`config.mk`:
```
export PLATFORM = sky130hd
export DESIGN_NAME = length_prefixed_message_deframer
export DESIGN_NICKNAME = d
export VERILOG_FILES = /design/src/hw/rtl/lpmd_pkg.sv /design/src/hw/rtl/lpmd_core.sv /design/src/hw/rtl/lpmd_oreg.sv /design/src/hw/rtl/length_prefixed_message_deframer.sv
export SDC_FILE = /design/constraint.sdc
export NUM_CORES = 1
export LEC_CHECK = 0
export BUFFER_PORTS_ARGS = -buffer_cell sky130_fd_sc_hd__buf_2
export CORE_MARGIN = 3
export CORE_UTILIZATION = 60
export CTS_CLUSTER_DIAMETER = 50
export DETAILED_ROUTE_END_ITERATION = 12
export PLACE_DENSITY = 0.92
export SLEW_MARGIN = 10
export SYNTH_ARGS = -nofsm -noshare
export SYNTH_HDL_FRONTEND = slang
export SYNTH_SLANG_ARGS = --single-unit
```
`constraint.sdc`:
```
create_clock -name clk -period 12.3 [get_ports clk]
set_clock_uncertainty 0.15 [all_clocks]
set_input_delay 3.075 -clock clk [delete_from_list [all_inputs] [get_ports clk]]
set_output_delay 3.075 -clock clk [all_outputs]
set_load 0.1 [all_outputs]
```
`src/hw/rtl/lpmd_pkg.sv`:
```
`timescale 1ns / 1ps
// ---------------------------------------------------------------------------
// lpmd_pkg: shared types for the length-prefixed message deframer
// result record and field widths used by the core, the output stage and top
// ---------------------------------------------------------------------------
package lpmd_pkg;

	localparam int unsigned BYTE_W    = 8;
	localparam int unsigned FIELD_W   = 16;
	localparam int unsigned LEN_W     = 32;
	localparam int unsigned HDR_CNT_W = 4;
	localparam int unsigned HDR_W     = 4 * FIELD_W;
	localparam int unsigned TDATA_W   = 4 * FIELD_W + 2 * LEN_W + BYTE_W;

	// header byte positions
	localparam logic [HDR_CNT_W-1:0] HDR_WORD_BYTES = HDR_CNT_W'(8);
	localparam logic [HDR_CNT_W-1:0] HDR_LAST_BYTE  = HDR_CNT_W'(11);

	typedef enum logic {
		KIND_HEADER  = 1'b0,
		KIND_PAYLOAD = 1'b1
	} lpmd_kind_t;

	typedef struct packed {
		lpmd_kind_t          item_kind;
		logic [FIELD_W-1:0]  msg_type;
		logic [FIELD_W-1:0]  command;
		logic [FIELD_W-1:0]  seq_index;
		logic [FIELD_W-1:0]  total_count;
		logic [LEN_W-1:0]    payload_length;
		logic [BYTE_W-1:0]   data_byte;
		logic [LEN_W-1:0]    byte_offset;
		logic                last;
	} lpmd_res_t;

endpackage

```
`src/hw/rtl/lpmd_core.sv`:
```
`timescale 1ns / 1ps
// ---------------------------------------------------------------------------
// lpmd_core: header gather and payload tracking
// updates framing state per accepted byte and forms the matching result
// ---------------------------------------------------------------------------
module lpmd_core (
	input  logic                       clk,
	input  logic                       arst_n,
	input  logic                       accept,
	input  logic [lpmd_pkg::BYTE_W-1:0] in_byte,
	input  logic                       restart,
	output logic                       res_valid,
	output lpmd_pkg::lpmd_res_t        res
);
	import lpmd_pkg::*;

	logic                 in_payload_q;
	logic [HDR_CNT_W-1:0] hdr_cnt_q;
	logic [HDR_W-1:0]     hdr_words_q;
	logic [LEN_W-1:0]     len_q;
	logic [LEN_W-1:0]     remaining_q;
	logic [LEN_W-1:0]     offset_q;

	logic [LEN_W-1:0]     len_next;
	logic                 hdr_done;

	assign len_next = {len_q[LEN_W-BYTE_W-1:0], in_byte};
	// a counter past the last position counts as the final header byte
	assign hdr_done = (hdr_cnt_q >= HDR_LAST_BYTE);

	always_comb begin
		res.item_kind      = KIND_HEADER;
		res.msg_type       = hdr_words_q[4*FIELD_W-1:3*FIELD_W];
		res.command        = hdr_words_q[3*FIELD_W-1:2*FIELD_W];
		res.seq_index      = hdr_words_q[2*FIELD_W-1:FIELD_W];
		res.total_count    = hdr_words_q[FIELD_W-1:0];
		res.payload_length = len_next;
		res.data_byte      = '0;
		res.byte_offset    = '0;
		res.last           = (len_next == '0);
		res_valid          = 1'b0;
		if (!restart) begin
			if (in_payload_q) begin
				res_valid          = 1'b1;
				res.item_kind      = KIND_PAYLOAD;
				res.payload_length = len_q;
				res.data_byte      = in_byte;
				res.byte_offset    = offset_q;
				res.last           = (remaining_q == LEN_W'(1));
			end else begin
				res_valid = hdr_done;
			end
		end
	end

	always_ff @(posedge clk or negedge arst_n) begin
		if (!arst_n) begin
			in_payload_q <= 1'b0;
			hdr_cnt_q    <= '0;
			hdr_words_q  <= '0;
			len_q        <= '0;
			remaining_q  <= '0;
			offset_q     <= '0;
		end else if (accept) begin
			if (restart) begin
				in_payload_q <= 1'b0;
				hdr_cnt_q    <= '0;
				hdr_words_q  <= '0;
				len_q        <= '0;
				remaining_q  <= '0;
				offset_q     <= '0;
			end else if (in_payload_q) begin
				remaining_q <= remaining_q - LEN_W'(1);
				offset_q    <= offset_q + LEN_W'(1);
				if (remaining_q == LEN_W'(1)) begin
					in_payload_q <= 1'b0;
					hdr_cnt_q    <= '0;
				end
			end else if (hdr_cnt_q < HDR_WORD_BYTES) begin
				hdr_words_q <= {hdr_words_q[HDR_W-BYTE_W-1:0], in_byte};
				hdr_cnt_q   <= hdr_cnt_q + HDR_CNT_W'(1);
			end else begin
				len_q <= len_next;
				if (!hdr_done) begin
					hdr_cnt_q <= hdr_cnt_q + HDR_CNT_W'(1);
				end else begin
					hdr_cnt_q    <= '0;
					remaining_q  <= len_next;
					offset_q     <= '0;
					in_payload_q <= (len_next != '0);
				end
			end
		end
	end

endmodule

```
`src/hw/rtl/lpmd_oreg.sv`:
```
`timescale 1ns / 1ps
// ---------------------------------------------------------------------------
// lpmd_oreg: result register
// holds one result until taken; refills in the cycle it drains
// ---------------------------------------------------------------------------
module lpmd_oreg (
	input  logic                clk,
	input  logic                arst_n,
	input  logic                load,
	input  logic                load_valid,
	input  lpmd_pkg::lpmd_res_t load_res,
	output logic                can_load,
	output logic                out_valid,
	input  logic                out_ready,
	output lpmd_pkg::lpmd_res_t out_res
);
	import lpmd_pkg::*;

	logic      valid_q;
	lpmd_res_t res_q;

	assign can_load  = !valid_q || out_ready;
	assign out_valid = valid_q;
	assign out_res   = res_q;

	always_ff @(posedge clk or negedge arst_n) begin
		if (!arst_n) begin
			valid_q <= 1'b0;
		end else if (load) begin
			valid_q <= load_valid;
		end else if (out_ready) begin
			valid_q <= 1'b0;
		end
	end

	always_ff @(posedge clk) begin
		if (load && load_valid) begin
			res_q <= load_res;
		end
	end

endmodule

```
`src/hw/rtl/length_prefixed_message_deframer.sv`:
```
`timescale 1ns / 1ps
// ---------------------------------------------------------------------------
// length_prefixed_message_deframer: byte stream to header and payload records
// splits a stream into 12-byte big-endian headers and their payloads
// ---------------------------------------------------------------------------
// usage
//   s_axis carries one stream byte per request; tuser high means restart:
//   the byte is dropped and any partial message is discarded
//   m_axis gives one record per completed header and per payload byte;
//   tuser is the kind (0 header, 1 payload byte), tlast marks message end
//   a header with zero length comes out with tlast set and no payload
// throughput
//   one input byte per clock while the receiver keeps m_axis_tready high; a new
//   byte is taken while the previous record still sits in the result register,
//   as long as the receiver drains it in the same cycle
// output
//   a record is registered and appears in the cycle after the byte that completes it
// reset
//   arst_n clears framing state and the result valid flag; the block then
//   waits for the first header byte
// stall
//   while the result register is full and m_axis_tready is low, tready on
//   s_axis drops; nothing is lost and the held record stays stable
// ---------------------------------------------------------------------------
module length_prefixed_message_deframer (
	input  logic                         clk,
	input  logic                         arst_n,
	// input stream
	input  logic                         s_axis_tvalid,
	output logic                         s_axis_tready,
	input  logic [lpmd_pkg::BYTE_W-1:0]  s_axis_tdata,  // in_byte
	input  logic                         s_axis_tuser,  // restart
	// result stream
	output logic                         m_axis_tvalid,
	input  logic                         m_axis_tready,
	// msg_type, command, seq_index, total_count, payload_length, data_byte,
	// byte_offset (from bit 0 up)
	output logic [lpmd_pkg::TDATA_W-1:0] m_axis_tdata,
	output logic                         m_axis_tuser,  // item_kind
	output logic                         m_axis_tlast   // last
);
	import lpmd_pkg::*;

	logic      accept;
	logic      core_valid;
	lpmd_res_t core_res;
	lpmd_res_t out_res;

	// a byte goes in whenever the result register can take its outcome
	assign accept = s_axis_tvalid && s_axis_tready;

	lpmd_core u_core (
		.clk       (clk),
		.arst_n    (arst_n),
		.accept    (accept),
		.in_byte   (s_axis_tdata),
		.restart   (s_axis_tuser),
		.res_valid (core_valid),
		.res       (core_res)
	);

	lpmd_oreg u_oreg (
		.clk        (clk),
		.arst_n     (arst_n),
		.load       (accept),
		.load_valid (core_valid),
		.load_res   (core_res),
		.can_load   (s_axis_tready),
		.out_valid  (m_axis_tvalid),
		.out_ready  (m_axis_tready),
		.out_res    (out_res)
	);

	// pack record fields, first field in the low bits
	assign m_axis_tdata = {out_res.byte_offset, out_res.data_byte, out_res.payload_length,
		out_res.total_count, out_res.seq_index, out_res.command, out_res.msg_type};
	assign m_axis_tuser = out_res.item_kind;
	assign m_axis_tlast = out_res.last;

endmodule
```
==> flow_summary.ini <==
[global_routing]
grt_max_degree = 129
grt_pass1_vias = 8985
gr-total-overflow = 0
grt_antenna_before_repair = 0
grt_first_pass_wirelength_um = 46910
grt_usage_pct = 25.91

[clock_network]
clockBufferDepth = 3
clk_latency_ns = 0.54
clk_pin_slew_ns = 0.06
cts_root_buf = clkbuf_16
htreeDepth = 1
cts_tree = built
cts_hold_buf = 0
cts.repair.resized = 0
clock-sinks = 304
post_cts_buffers = 0
cts_inserted_buffers = 30

[worst_setup_path]
r2r_slack_ns = 8.73
crit_path_end_kind = primary output
critPathMaxFanout = 7
crit_chain = buf_2, nand2b_1, buf_2
cp_common_cell = buf_2
arrival_ns = 3.88
slowest_stage = buf_2
r2r_end = u_oreg.out_res[129]
critPathLaunchType = primary input
timing.rr.start = u_core.hdr_cnt_q[0]
rr_worst_depth = 5
crit_type = primary input to primary output
max_stage_delay_ns = 0.48
cp.required_ns = 9.07
startpoint = m_axis_tready

[synth]
ys_warn_count = 0
syn_area_mm2 = 0.01269
synth-edff-count = 138
synthFlopType = dfrtp_1
syn_inst = 1168
synth_fp_nets = 1185
synth.distinct_cells = 60
ys_ff_latch = 304
ys_seq_area_share_pct = 65.40
ys_async_sr_fraction_pct = 54.61
avgSynthCellArea_um2 = 10.86

[power_and_ir_drop]
power_density_mw_per_mm2 = 211.0
irDropWorstVdd_uv = 112.4
power_uw = 3104
leakage_uw = 0.006206

[cells_and_area]
fin_nets = 1312
antennaDiodeCount = 0
design_area_mm2 = 0.01471
utilization_pct = 71.77
final_layout_size_suffix_gt1_share_pct = 17.97
areaGrowthSynthToFinish_pct = 15.94

[floorplan]
fp.coreArea_mm2 = 0.02049
start_util_pct = 61.90
die_w_um = 151.4
rows = 52
die-area_mm2 = 0.02293
die-height_um = 151.4
pin_count = 153

[sta]
finalSetupTns_ns = 0
worst_pin_slew_ns = 1.175
hold_viol = 0
rsz0062_at_grt = no
setup_slack_ns = 5.200
fmax_mhz = 140.8
finalSetupViolCount = 0
min_period_ns = 7.100
slew_headroom_pct = 21.58
slew_violations = 0
finalCritPeriodShare_pct = 57.73

[drt]
routed_via_density = 6.095
top_layer_used = met4
drc_errors = 0
route.met3.wl_um = 3031
drtIter0Drc = 1130
wl_met2_um = 14530
ant_nets = 0
post_drt_wl_per_cell_um = 18.68
wl_um = 29680
dr_total_vias = 9685
drt-met1-wl_um = 10920
dr.pass1.iters = 6

[place]
routabilityCongestion = 0.8922
dpl.hpwl_um = 18720
post-place-ws_ns = 5.196
io_buffers = 152
place_area_mm2 = 0.01364

[hold_path]
min_path_cells = 0
hold_end = u_oreg.out_res[134]
hold_start = u_core.hdr_words_q[61]
hp-class = flip-flop to flip-flop

[run]
maxCapViolCount = 0

[outcome]
status = complete, no violations
-- Yosys cell counts (2+ instances only) --
master	count	area, um2
nand2_1	316	1186
dfrtp_1	166	4154
edfxtp_1	138	4144
o21ai_0	123	615.6
clkbuf_1	66	247.7
nor2_1	52	195.2
and2_1	36	225.2
nor4_1	28	175.2
xnor2_1	25	219.0
a21oi_1	20	100.1
nand3_1	19	95.09
nor3_1	18	90.09
inv_1	14	52.55
a22o_1	11	96.34
nand4_1	11	68.82
or3_1	9	56.30
or4_1	9	67.56
a22oi_1	7	52.55
a21o_1	6	45.04
a31oi_1	6	37.54
o211ai_1	6	45.04
and3_1	5	31.28
o31ai_1	5	37.54
xor2_1	5	43.79
a221o_1	4	40.04
a32oi_1	4	35.03
and4_1	4	35.03
ha_1	4	50.05
mux2i_1	4	40.04
or2_2	4	25.02
a31o_2	3	26.28
nand2b_1	3	18.77
nor3b_1	3	22.52
o2111ai_1	3	26.28
buf_1	2	7.510
nand3b_1	2	15.01
nor4b_1	2	17.52
o41ai_1	2	17.52
or4_4	2	22.52
-- state kept, by name, indices dropped and copies added (netlist names) --
name / flops
u_core.in_payload_q: 1
u_oreg.out_res: 138
u_core.len_q: 32
u_core.remaining_q: 32
u_oreg.out_valid: 1
u_core.hdr_words_q: 64
u_core.offset_q: 32
u_core.hdr_cnt_q: 4
-- report_power, final --
part	internal (uW)	total [uW]	switching [uW]	leakage (uW)
Clock	586	965	380	0.000532
Combinational	251	883	631	0.00212
Sequential	1170	1260	90.6	0.00355
-- stage by stage --
step / hold WS, ns / cells
detailed placement: 0.2909 / 1533
floorplan: 0.2748 / 1168
global route: 0.3121 / 1589
CTS: 0.3077 / 1589
finish: 0.3005 / 1589
global placement: 0.2818 / 1533
-- cells in the final DEF, fill, tap and decap left out, types with 4 or more instances in the layout --
cell type  Yosys  routed
a21o_1         6       6
a21oi_1       20      20
a221o_1        4       4
a22o_1        11      11
a22oi_1        7       7
a31oi_1        6       6
a32oi_1        4       4
and2_1        36      36
and3_1         5       5
and4_1         4       4
buf_2          1     151
buf_4          0      13
bufinv_16      0       5
clkbuf_16      0      31
clkinv_2       0       8
dfrtp_1      166     166
edfxtp_1     138     138
ha_1           4       4
inv_1         14      12
mux2i_1        4       4
nand2_1      316     316
nand3_1       19      19
nand4_1       11      11
nor2_1        52      51
nor3_1        18      18
nor4_1        28      28
o211ai_1       6       6
o21ai_0      123     122
o31ai_1        5       5
or2_2          4       4
or3_1          9       9
or4_1          9       9
xnor2_1       25      25
xor2_1         5       5
-- final cells by class --
class / count / area, um2
fillers: 1341 / 5786
flip-flops and latches: 304 / 8298
multi-input cells: 779 / 4084
inverters: 15 / 56.30
well taps: 270 / 337.8
repair buffers: 165 / 864.6
clock inverters: 19 / 240.2
clock buffers: 37 / 828.3
-- cells by family (layout without fill, tap and decap cells) --
group	count (synthesis)	count (layout)	share of synthesized area, %
and+or+nand+nor	527	527	18.84
DFF	304	304	65.40
AOI/OAI and AO/OA	213	213	10.31
buffers and inverters	85	236	2.584
xor gates and xnor gates	30	30	2.071
muxes	5	5	0.4043
adders and majority gates	4	4	0.3945
-- routing by layer --
layer	up-vias	GRT usage [%]
met5	-	0
met4	0	10.52
met3	100	3.800
met2	581	42.70
met1	4639	34.94
li1	4365	-
-- critical path, delay by kind of cell --
kind	cells	cell delay, ns
buf+inv	2	0.56
simple gates	1	0.24
-- how the worst max path moves through the flow --
stage                                  to  slack, ns  cells past startpoint
floorplan           u_core.remaining_q[1]       2.86                      7
global placement            s_axis_tready       5.21                      3
detailed placement          s_axis_tready       5.20                      3
CTS                         s_axis_tready       5.20                      3
global route                s_axis_tready       5.16                      3
finish                      s_axis_tready       5.20                      3
Power figures use the tool's default switching activity.
